**src/hw/rtl/iprl_pkg.sv**
```systemverilog
// Shared types, codes and helper functions of the route prefix lookup block
package iprl_pkg;

  localparam int IN_TDATA_W  = 104;
  localparam int OUT_TDATA_W = 48;

  localparam logic REQ_WRITE  = 1'b0;
  localparam logic REQ_LOOKUP = 1'b1;

  typedef struct packed {
    logic [31:0] lookup_addr;
    logic        entry_enable;
    logic [2:0]  route_port;
    logic [31:0] route_mask;
    logic [31:0] route_prefix;
    logic [3:0]  entry_slot;
  } in_item_t;

  typedef struct packed {
    logic [2:0]  pad;
    logic [5:0]  prefix_len;
    logic [31:0] next_hop_addr;
    logic [2:0]  out_port;
    logic [3:0]  match_slot;
  } out_item_t;

  typedef struct packed {
    logic [31:0] prefix;
    logic [31:0] mask;
    logic [2:0]  port;
  } entry_t;

  typedef struct packed {
    logic        found;
    logic [3:0]  slot;
    logic [2:0]  port;
    logic [31:0] next_hop;
    logic [5:0]  len;
  } res_t;

  typedef enum logic [1:0] {
    SCAN_IDLE,
    SCAN_READ,
    SCAN_DRAIN,
    SCAN_DONE
  } scan_state_t;

  function automatic logic [3:0] pop8(input logic [7:0] v);
    logic [3:0] n;
    n = 4'd0;
    for (int i = 0; i < 8; i++) begin
      n = n + {3'd0, v[i]};
    end
    return n;
  endfunction

  function automatic logic [5:0] pop32(input logic [31:0] v);
    logic [5:0] n;
    n = {2'd0, pop8(v[7:0])} + {2'd0, pop8(v[15:8])}
      + {2'd0, pop8(v[23:16])} + {2'd0, pop8(v[31:24])};
    return n;
  endfunction

endpackage

```
**src/hw/rtl/ipv4_route_prefix_lookup.sv**
```systemverilog
// Top level of the IPv4 longest-prefix route lookup block
//
// One input stream carries two kinds of item, told apart by in_tuser:
// a route write (in_tuser = 0) stores prefix, mask and port in a table
// slot and sets or clears its valid mark; a lookup (in_tuser = 1) gives
// a destination address. A write gives no result; a write to a slot
// or with a port beyond the table or port count is dropped. A lookup
// reads the table memory one entry per cycle, as the route memory has
// a single read port. One lookup is in flight at a time; in_tready is
// low while it runs.
// The result stream gives one item per lookup: out_tuser found, in
// out_tdata the best slot, port, stored prefix and prefix length, all
// zero when no valid entry matches. A stalled result is held in the
// output register while the next lookup runs; the finished scan then
// waits for the register to free up. Reset clears all valid marks at
// once and empties the output register; the route memory is not cleared.
module ipv4_route_prefix_lookup #(
  parameter int ROUTE_ENTRIES = 16,
  parameter int PORT_COUNT    = 8
) (
  input  logic                               clk,
  input  logic                               rst_n,
  input  logic                               in_tvalid,
  output logic                               in_tready,
  // entry_slot, route_prefix, route_mask, route_port, entry_enable, lookup_addr
  input  logic [iprl_pkg::IN_TDATA_W-1:0]    in_tdata,
  // req_type
  input  logic                               in_tuser,
  output logic                               out_tvalid,
  input  logic                               out_tready,
  // match_slot, out_port, next_hop_addr, prefix_len, zero fill
  output logic [iprl_pkg::OUT_TDATA_W-1:0]   out_tdata,
  // found
  output logic                               out_tuser
);

  localparam int IDX_W = (ROUTE_ENTRIES > 1) ? $clog2(ROUTE_ENTRIES) : 1;

  iprl_pkg::in_item_t   item;
  iprl_pkg::entry_t     wr_entry;
  iprl_pkg::entry_t     rd_entry;
  iprl_pkg::res_t       res;
  iprl_pkg::out_item_t  out_item;
  logic                 accept;
  logic                 wr_en;
  logic                 start;
  logic                 idle;
  logic                 rd_en;
  logic [IDX_W-1:0]     rd_idx;
  logic                 rd_mark;
  logic                 res_valid;
  logic                 res_ready;
  logic                 out_tvalid_r;
  logic [iprl_pkg::OUT_TDATA_W-1:0] out_tdata_r;
  logic                 out_tuser_r;

  assign item      = iprl_pkg::in_item_t'(in_tdata);
  assign in_tready = idle;
  assign accept    = in_tvalid && in_tready;

  assign wr_en = accept && (in_tuser == iprl_pkg::REQ_WRITE) &&
                 (32'(item.entry_slot) < 32'(ROUTE_ENTRIES)) &&
                 (32'(item.route_port) < 32'(PORT_COUNT));
  assign start = accept && (in_tuser == iprl_pkg::REQ_LOOKUP);

  assign wr_entry.prefix = item.route_prefix;
  assign wr_entry.mask   = item.route_mask;
  assign wr_entry.port   = item.route_port;

  iprl_table #(
    .ROUTE_ENTRIES(ROUTE_ENTRIES),
    .IDX_W        (IDX_W)
  ) u_table (
    .clk     (clk),
    .rst_n   (rst_n),
    .wr_en   (wr_en),
    .wr_idx  (IDX_W'(item.entry_slot)),
    .wr_entry(wr_entry),
    .wr_mark (item.entry_enable),
    .rd_en   (rd_en),
    .rd_idx  (rd_idx),
    .rd_entry(rd_entry),
    .rd_mark (rd_mark)
  );

  iprl_scan #(
    .ROUTE_ENTRIES(ROUTE_ENTRIES),
    .IDX_W        (IDX_W)
  ) u_scan (
    .clk        (clk),
    .rst_n      (rst_n),
    .start      (start),
    .lookup_addr(item.lookup_addr),
    .idle       (idle),
    .rd_en      (rd_en),
    .rd_idx     (rd_idx),
    .rd_entry   (rd_entry),
    .rd_mark    (rd_mark),
    .res_valid  (res_valid),
    .res_ready  (res_ready),
    .res        (res)
  );

  assign res_ready = !out_tvalid_r || out_tready;

  always_comb begin
    out_item               = '0;
    out_item.match_slot    = res.slot;
    out_item.out_port      = res.port;
    out_item.next_hop_addr = res.next_hop;
    out_item.prefix_len    = res.len;
  end

  always_ff @(posedge clk) begin
    if (!rst_n) begin
      out_tvalid_r <= 1'b0;
    end else if (res_ready) begin
      out_tvalid_r <= res_valid;
    end
  end

  always_ff @(posedge clk) begin
    if (res_ready && res_valid) begin
      out_tdata_r <= out_item;
      out_tuser_r <= res.found;
    end
  end

  assign out_tvalid = out_tvalid_r;
  assign out_tdata  = out_tdata_r;
  assign out_tuser  = out_tuser_r;

endmodule

```
**src/hw/rtl/iprl_table.sv**
```systemverilog
// Route table memory with one write port, one registered read port and valid marks
module iprl_table #(
  parameter int ROUTE_ENTRIES = 16,
  parameter int IDX_W         = 4
) (
  input  logic                 clk,
  input  logic                 rst_n,
  input  logic                 wr_en,
  input  logic [IDX_W-1:0]     wr_idx,
  input  iprl_pkg::entry_t     wr_entry,
  input  logic                 wr_mark,
  input  logic                 rd_en,
  input  logic [IDX_W-1:0]     rd_idx,
  output iprl_pkg::entry_t     rd_entry,
  output logic                 rd_mark
);

  iprl_pkg::entry_t           mem [ROUTE_ENTRIES];
  logic [ROUTE_ENTRIES-1:0]   valid_r;
  iprl_pkg::entry_t           rd_entry_r;
  logic                       rd_mark_r;

  always_ff @(posedge clk) begin
    if (wr_en) begin
      mem[wr_idx] <= wr_entry;
    end
    if (rd_en) begin
      rd_entry_r <= mem[rd_idx];
      rd_mark_r  <= valid_r[rd_idx];
    end
  end

  always_ff @(posedge clk) begin
    if (!rst_n) begin
      valid_r <= '0;
    end else if (wr_en) begin
      valid_r[wr_idx] <= wr_mark;
    end
  end

  assign rd_entry = rd_entry_r;
  assign rd_mark  = rd_mark_r;

endmodule

```
**src/hw/rtl/iprl_scan.sv**
```systemverilog
// Lookup sequencer: sweep the table, compare each entry and keep the longest match
module iprl_scan #(
  parameter int ROUTE_ENTRIES = 16,
  parameter int IDX_W         = 4
) (
  input  logic                 clk,
  input  logic                 rst_n,
  input  logic                 start,
  input  logic [31:0]          lookup_addr,
  output logic                 idle,
  output logic                 rd_en,
  output logic [IDX_W-1:0]     rd_idx,
  input  iprl_pkg::entry_t     rd_entry,
  input  logic                 rd_mark,
  output logic                 res_valid,
  input  logic                 res_ready,
  output iprl_pkg::res_t       res
);

  iprl_pkg::scan_state_t state_r, state_nxt;
  logic [IDX_W-1:0]      cnt_r, cnt_nxt;
  logic [31:0]           addr_r;
  logic                  rd_last;

  logic                  s1_vld_r, s1_last_r;
  logic [IDX_W-1:0]      s1_idx_r;

  logic                  s2_vld_r, s2_last_r;
  logic                  s2_match_r;
  logic [5:0]            s2_len_r;
  logic [IDX_W-1:0]      s2_idx_r;
  logic [31:0]           s2_prefix_r;
  logic [2:0]            s2_port_r;

  logic                  have_r;
  logic [IDX_W-1:0]      best_idx_r;
  logic [5:0]            best_len_r;
  logic [31:0]           best_prefix_r;
  logic [2:0]            best_port_r;
  logic                  take;

  assign rd_last = (state_r == iprl_pkg::SCAN_READ) &&
                   (cnt_r == IDX_W'(ROUTE_ENTRIES - 1));

  always_comb begin
    state_nxt = state_r;
    case (state_r)
      iprl_pkg::SCAN_IDLE: begin
        if (start) begin
          state_nxt = iprl_pkg::SCAN_READ;
        end
      end
      iprl_pkg::SCAN_READ: begin
        if (rd_last) begin
          state_nxt = iprl_pkg::SCAN_DRAIN;
        end
      end
      iprl_pkg::SCAN_DRAIN: begin
        if (s2_vld_r && s2_last_r) begin
          state_nxt = iprl_pkg::SCAN_DONE;
        end
      end
      iprl_pkg::SCAN_DONE: begin
        if (res_ready) begin
          state_nxt = iprl_pkg::SCAN_IDLE;
        end
      end
      default: state_nxt = iprl_pkg::SCAN_IDLE;
    endcase
  end

  always_comb begin
    idle      = 1'b0;
    rd_en     = 1'b0;
    res_valid = 1'b0;
    case (state_r)
      iprl_pkg::SCAN_IDLE:  idle      = 1'b1;
      iprl_pkg::SCAN_READ:  rd_en     = 1'b1;
      iprl_pkg::SCAN_DRAIN: rd_en     = 1'b0;
      iprl_pkg::SCAN_DONE:  res_valid = 1'b1;
      default:              idle      = 1'b0;
    endcase
  end

  always_comb begin
    cnt_nxt = cnt_r;
    if (start) begin
      cnt_nxt = '0;
    end else if (state_r == iprl_pkg::SCAN_READ) begin
      cnt_nxt = cnt_r + IDX_W'(1);
    end
  end

  assign rd_idx = cnt_r;

  always_ff @(posedge clk) begin
    if (!rst_n) begin
      state_r   <= iprl_pkg::SCAN_IDLE;
      cnt_r     <= '0;
      s1_vld_r  <= 1'b0;
      s1_last_r <= 1'b0;
      s2_vld_r  <= 1'b0;
      s2_last_r <= 1'b0;
    end else begin
      state_r   <= state_nxt;
      cnt_r     <= cnt_nxt;
      s1_vld_r  <= rd_en;
      s1_last_r <= rd_last;
      s2_vld_r  <= s1_vld_r;
      s2_last_r <= s1_last_r;
    end
  end

  // compare stage: masked match and prefix length
  always_ff @(posedge clk) begin
    if (start) begin
      addr_r <= lookup_addr;
    end
    s1_idx_r    <= cnt_r;
    s2_idx_r    <= s1_idx_r;
    s2_match_r  <= rd_mark &&
                   (((addr_r ^ rd_entry.prefix) & rd_entry.mask) == 32'd0);
    s2_len_r    <= iprl_pkg::pop32(rd_entry.mask);
    s2_prefix_r <= rd_entry.prefix;
    s2_port_r   <= rd_entry.port;
  end

  // keep the longest match, lowest slot on a tie
  assign take = s2_vld_r && s2_match_r && (!have_r || (s2_len_r > best_len_r));

  always_ff @(posedge clk) begin
    if (!rst_n) begin
      have_r <= 1'b0;
    end else if (start) begin
      have_r <= 1'b0;
    end else if (take) begin
      have_r <= 1'b1;
    end
  end

  always_ff @(posedge clk) begin
    if (take) begin
      best_idx_r    <= s2_idx_r;
      best_len_r    <= s2_len_r;
      best_prefix_r <= s2_prefix_r;
      best_port_r   <= s2_port_r;
    end
  end

  always_comb begin
    res = '0;
    if (have_r) begin
      res.found    = 1'b1;
      res.slot     = 4'(best_idx_r);
      res.port     = best_port_r;
      res.next_hop = best_prefix_r;
      res.len      = best_len_r;
    end
  end

endmodule

```
**config.mk**
```make
export PLATFORM = sky130hd
export DESIGN_NAME = ipv4_route_prefix_lookup
export DESIGN_NICKNAME = d
export VERILOG_FILES = /design/src/hw/rtl/iprl_pkg.sv /design/src/hw/rtl/ipv4_route_prefix_lookup.sv /design/src/hw/rtl/iprl_table.sv /design/src/hw/rtl/iprl_scan.sv
export SDC_FILE = /design/constraint.sdc
export NUM_CORES = 1
export LEC_CHECK = 0
export BUFFER_PORTS_ARGS = -buffer_cell sky130_fd_sc_hd__buf_2
export CORE_UTILIZATION = 50
export CTS_BUF_LIST = sky130_fd_sc_hd__clkbuf_16
export DETAILED_ROUTE_END_ITERATION = 8
export PLACE_DENSITY = 0.66
export RECOVER_POWER = 100
export SLEW_MARGIN = 20
export SYNTH_ARGS = -nofsm -noshare
export SYNTH_HDL_FRONTEND = slang
export SYNTH_HIERARCHICAL = 1
export SYNTH_SLANG_ARGS = --single-unit
```
**constraint.sdc**
```tcl
create_clock -name clk -period 11.7 [get_ports clk]
set_input_delay 1.755 -clock clk [delete_from_list [all_inputs] [get_ports clk]]
set_output_delay 1.755 -clock clk [all_outputs]
set_load 0.05 [all_outputs]
```
==> reports/metrics.cfg <==
[status]
outcome=finished with violations
violations=capacitance limit, slew limit

[clocking]
cts_num_sinks=1341
cts_resized=0
postCtsSetupRepairBufs=0
htree_levels=4
clk_pin_slew_ns=0.06
numCtsBuffers=137
clk_path_buf_depth=3
root_buffer=clkbuf_16
cts_tree=built
cts_hold_buf=0
insertion_delay_ns=0.74

[sta]
finalCritPeriodShare_pct=65.9
worst_clock_skew_ns=0.0246
period_minus_slack_ns=7.71
setup_viol=0
finalHoldViolations=0
relSlewSlack_pct=-161
clock.fmax_mhz=130
rsz0062_at_grt=false
fin_tns_setup_ns=0
worst_pin_slew_ns=3.92
worst_slack_ns=3.99
drv_slew=1523

[cells_and_area]
synthToLayoutAreaGrowth_pct=12.8
multi_input_area_um2=9730
fin_nets=2648
drive_above_1_share_pct=20.0
fillers=7156
seq_area_um2=39500
layoutNonFillerInstCount=3892
fin_area_um2=56200

[yosys]
synth_cell_types=47
synth_ff_type=edfxtp_1
synth_top_cell_area_share_pct=76.1
synthCells=2259
synth_simple_gate_area_share_pct=1.97
ys_seq_elements=1341
synth_compound_area_share_pct=2.93
syn_area_per_cell_um2=22.1
synthXorXnorAreaFrac_pct=0.668
ys_seq_area_share_pct=79.2
synthMuxAreaShare_pct=12.3
yosysTopAreaCell=edfxtp_1
synth_top_family_by_area=multiplexers
yosys_warnings=6
synthArstFlopShare_pct=0
synthAdderAreaFrac_pct=1.42
synthesis.area_um2=49800
synth_edf_count=1263
synthTopCellsByArea=edfxtp_1 (76%), mux4_2 (12%), dfxtp_1 (3.1%), a22oi_1 (2.2%), fa_1 (0.96%)

[placement]
place_inst=3644
dp.final_hpwl_mm=64.8
dp_slack_ns=6.49
place_congestion=0.861
port-buffer-count=156
postPlaceCellArea_um2=52300

[job]
maxCapViolCount=43

[worst_setup_path]
cp.depth=6
endpoint=u_table/mem[5][16]
critPathMaxFanout=45
required_ns=11.94
r2r-start=u_scan/state_r[1]
rr_worst_depth=7
timing.critical_path.buf_inv=2
critical_path_arrival_ns=7.95
startpoint=in_tvalid
r2r_slack_ns=4.40
crit_top_cell=nor2_1
worstSetupEndpointType=register
critPathSlowestCell=clkbuf_1
start_kind=input pin
r2r-end=u_table/mem[5][16]
crit_family=simple AND/OR/NAND/NOR gates
cpPeakStageDelay_ns=2.75
path_cells=buf_2 -> nand2_1 -> nor2_1 -> nand3b_1 -> nor2_1 -> clkbuf_1
path_class=in -> reg

[power_and_ir_drop]
peakVddDrop_mv=0.667
powerDensity_nw_per_um2=230
leakage_nw=17.7

[drt]
drt_pre_antenna_iters=6
routed.top_layer=met5
wl_met2_mm=54.8
viasPerCell=6.03
wl_met3_mm=9.24
drt-wirelength-per-cell_um=29.2
postRouteAntennaNets=0
m1WireLength_mm=47.6
drt_iter0_drc=2720
drt_wl_total_mm=114
vias=23483
drcViolationCount=0

[floorplanning]
initial_core_util_pct=50.6
die_y_um=318
coreArea_um2=98600
ios=160
die_x_um=318
dieArea_um2=101000
rows=115

[grt]
grt_max_degree=146
grt-ovfl-total=0
track_usage_pct=22.9
grt_pass1_wl_mm=167
grt_pass1_vias=24164
antenna_found_initial=8

[min_path]
hold_path_class=reg -> reg

-- flip-flops by register name, summed over array words and instances, names as in the netlist, 2 cells and up --
signal / count
u_table/mem: 1072
u_table/rd_entry: 67
out_tdata: 45
u_scan/addr_r: 32
u_scan/best_prefix_r: 32
u_scan/s2_prefix_r: 32
u_table/valid_r: 16
u_scan/best_len_r: 6
u_scan/s2_len_r: 6
u_scan/best_idx_r: 4
u_scan/rd_idx: 4
u_scan/s1_idx_r: 4
u_scan/s2_idx_r: 4
u_scan/best_port_r: 3
u_scan/s2_port_r: 3
u_scan/state_r: 2
-- cell families (layout without fill, tap and decap cells) --
kind of cell | count (synthesis) | after routing
DFF | 1341 | 1341
buffers and inverters | 168 | 509
AOI/OAI and AO/OA | 199 | 199
other | 1 | 6
adders and majority gates | 42 | 42
muxes | 274 | 274
and+or+nand+nor | 196 | 196
xor gates and xnor gates | 38 | 38
-- layout by cell type, fill, tap and decap left out, drive strengths merged, types with 27 or more instances in the layout --
cell type,synthesis,routed
inv,61,100
and2,50,50
edfxtp,1263,1263
mux4,272,272
clkbuf,60,304
xor2,27,27
a22oi,144,144
nand2,75,75
clkinv,0,52
dfxtp,78,78
buf,47,44
-- synth_stat cells (2+ instances only) --
library cell / number
nand3_1: 15
and2_1: 49
nand2b_1: 3
buf_1: 7
nor2_1: 26
o21ai_0: 16
nor2b_1: 7
clkbuf_1: 60
nand4_1: 7
o22ai_1: 4
nand2_1: 75
a221oi_1: 2
edfxtp_1: 1263
and3_1: 2
mux4_2: 272
a22oi_1: 144
dfxtp_1: 78
xor2_1: 27
buf_2: 27
a21o_1: 3
mux2i_1: 2
a21boi_0: 16
ha_1: 18
buf_4: 12
nand3b_1: 2
fa_1: 24
inv_1: 61
a21oi_1: 6
xnor2_1: 11
a221oi_2: 2
and3b_1: 2
-- report_power, final --
part | internal, mW | total (mW) | leakage [nW] | switching [mW]
combinational | 1.45 | 3.09 | 3.39 | 1.64
clock | 2.37 | 4.11 | 2.23 | 1.73
sequential | 5.57 | 5.70 | 12.1 | 0.136
-- routing by layer --
metal / vias to the layer above / track usage [%]
met5: - / 0
met4: 6 / 5.72
met3: 143 / 4.43
met2: 1023 / 35.9
met1: 12549 / 33.3
li1: 9762 / -
-- worst min-delay path by stage --
stage                       startpoint                  to  slack, ns  depth (start not counted)
detailed placement  u_scan/s1_idx_r[2]  u_scan/s2_idx_r[2]       0.31                          0
global route        u_scan/s1_idx_r[2]  u_scan/s2_idx_r[2]       0.33                          0
CTS                 u_scan/s1_idx_r[2]  u_scan/s2_idx_r[2]       0.32                          0
global placement    u_scan/s1_idx_r[1]  u_scan/s2_idx_r[1]       0.31                          0
finish              u_scan/s1_idx_r[2]  u_scan/s2_idx_r[2]       0.32                          0
floorplan           u_scan/s1_idx_r[0]  u_scan/s2_idx_r[0]       0.31                          0
-- area by class of cell --
cell class | instances | area share (%)
flip-flops and latches | 1341 | 70.2
multi-input cells | 752 | 17.3
clock buffers | 144 | 6.41
well taps | 1287 | 2.86
repair buffers | 204 | 1.58
clock inverters | 100 | 1.18
inverters | 61 | 0.407
diodes | 3 | 0.0134
-- metrics by stage --
step | hold WS [ns] | power, mW | util [%]
3_5_place_dp | 0.312 | 8.89 | 53.1
2_1_floorplan | 0.310 | 8.16 | -
6_report | 0.323 | 12.9 | 57.0
4_1_cts | 0.321 | 13.0 | 57.4
3_3_place_gp | 0.310 | 8.90 | 53.1
5_1_grt | 0.331 | 13.6 | 57.0
-- worst register-to-register path, stage by stage (launching register included) --
cell	delay (ns)
dfxtp_1	0.34
inv_1	0.09
ha_1	0.26
nand2_1	0.07
nor2_1	0.44
nand3b_1	0.52
nor2_1	2.30
clkbuf_1	2.76
(Power assumes the default switching activity.)
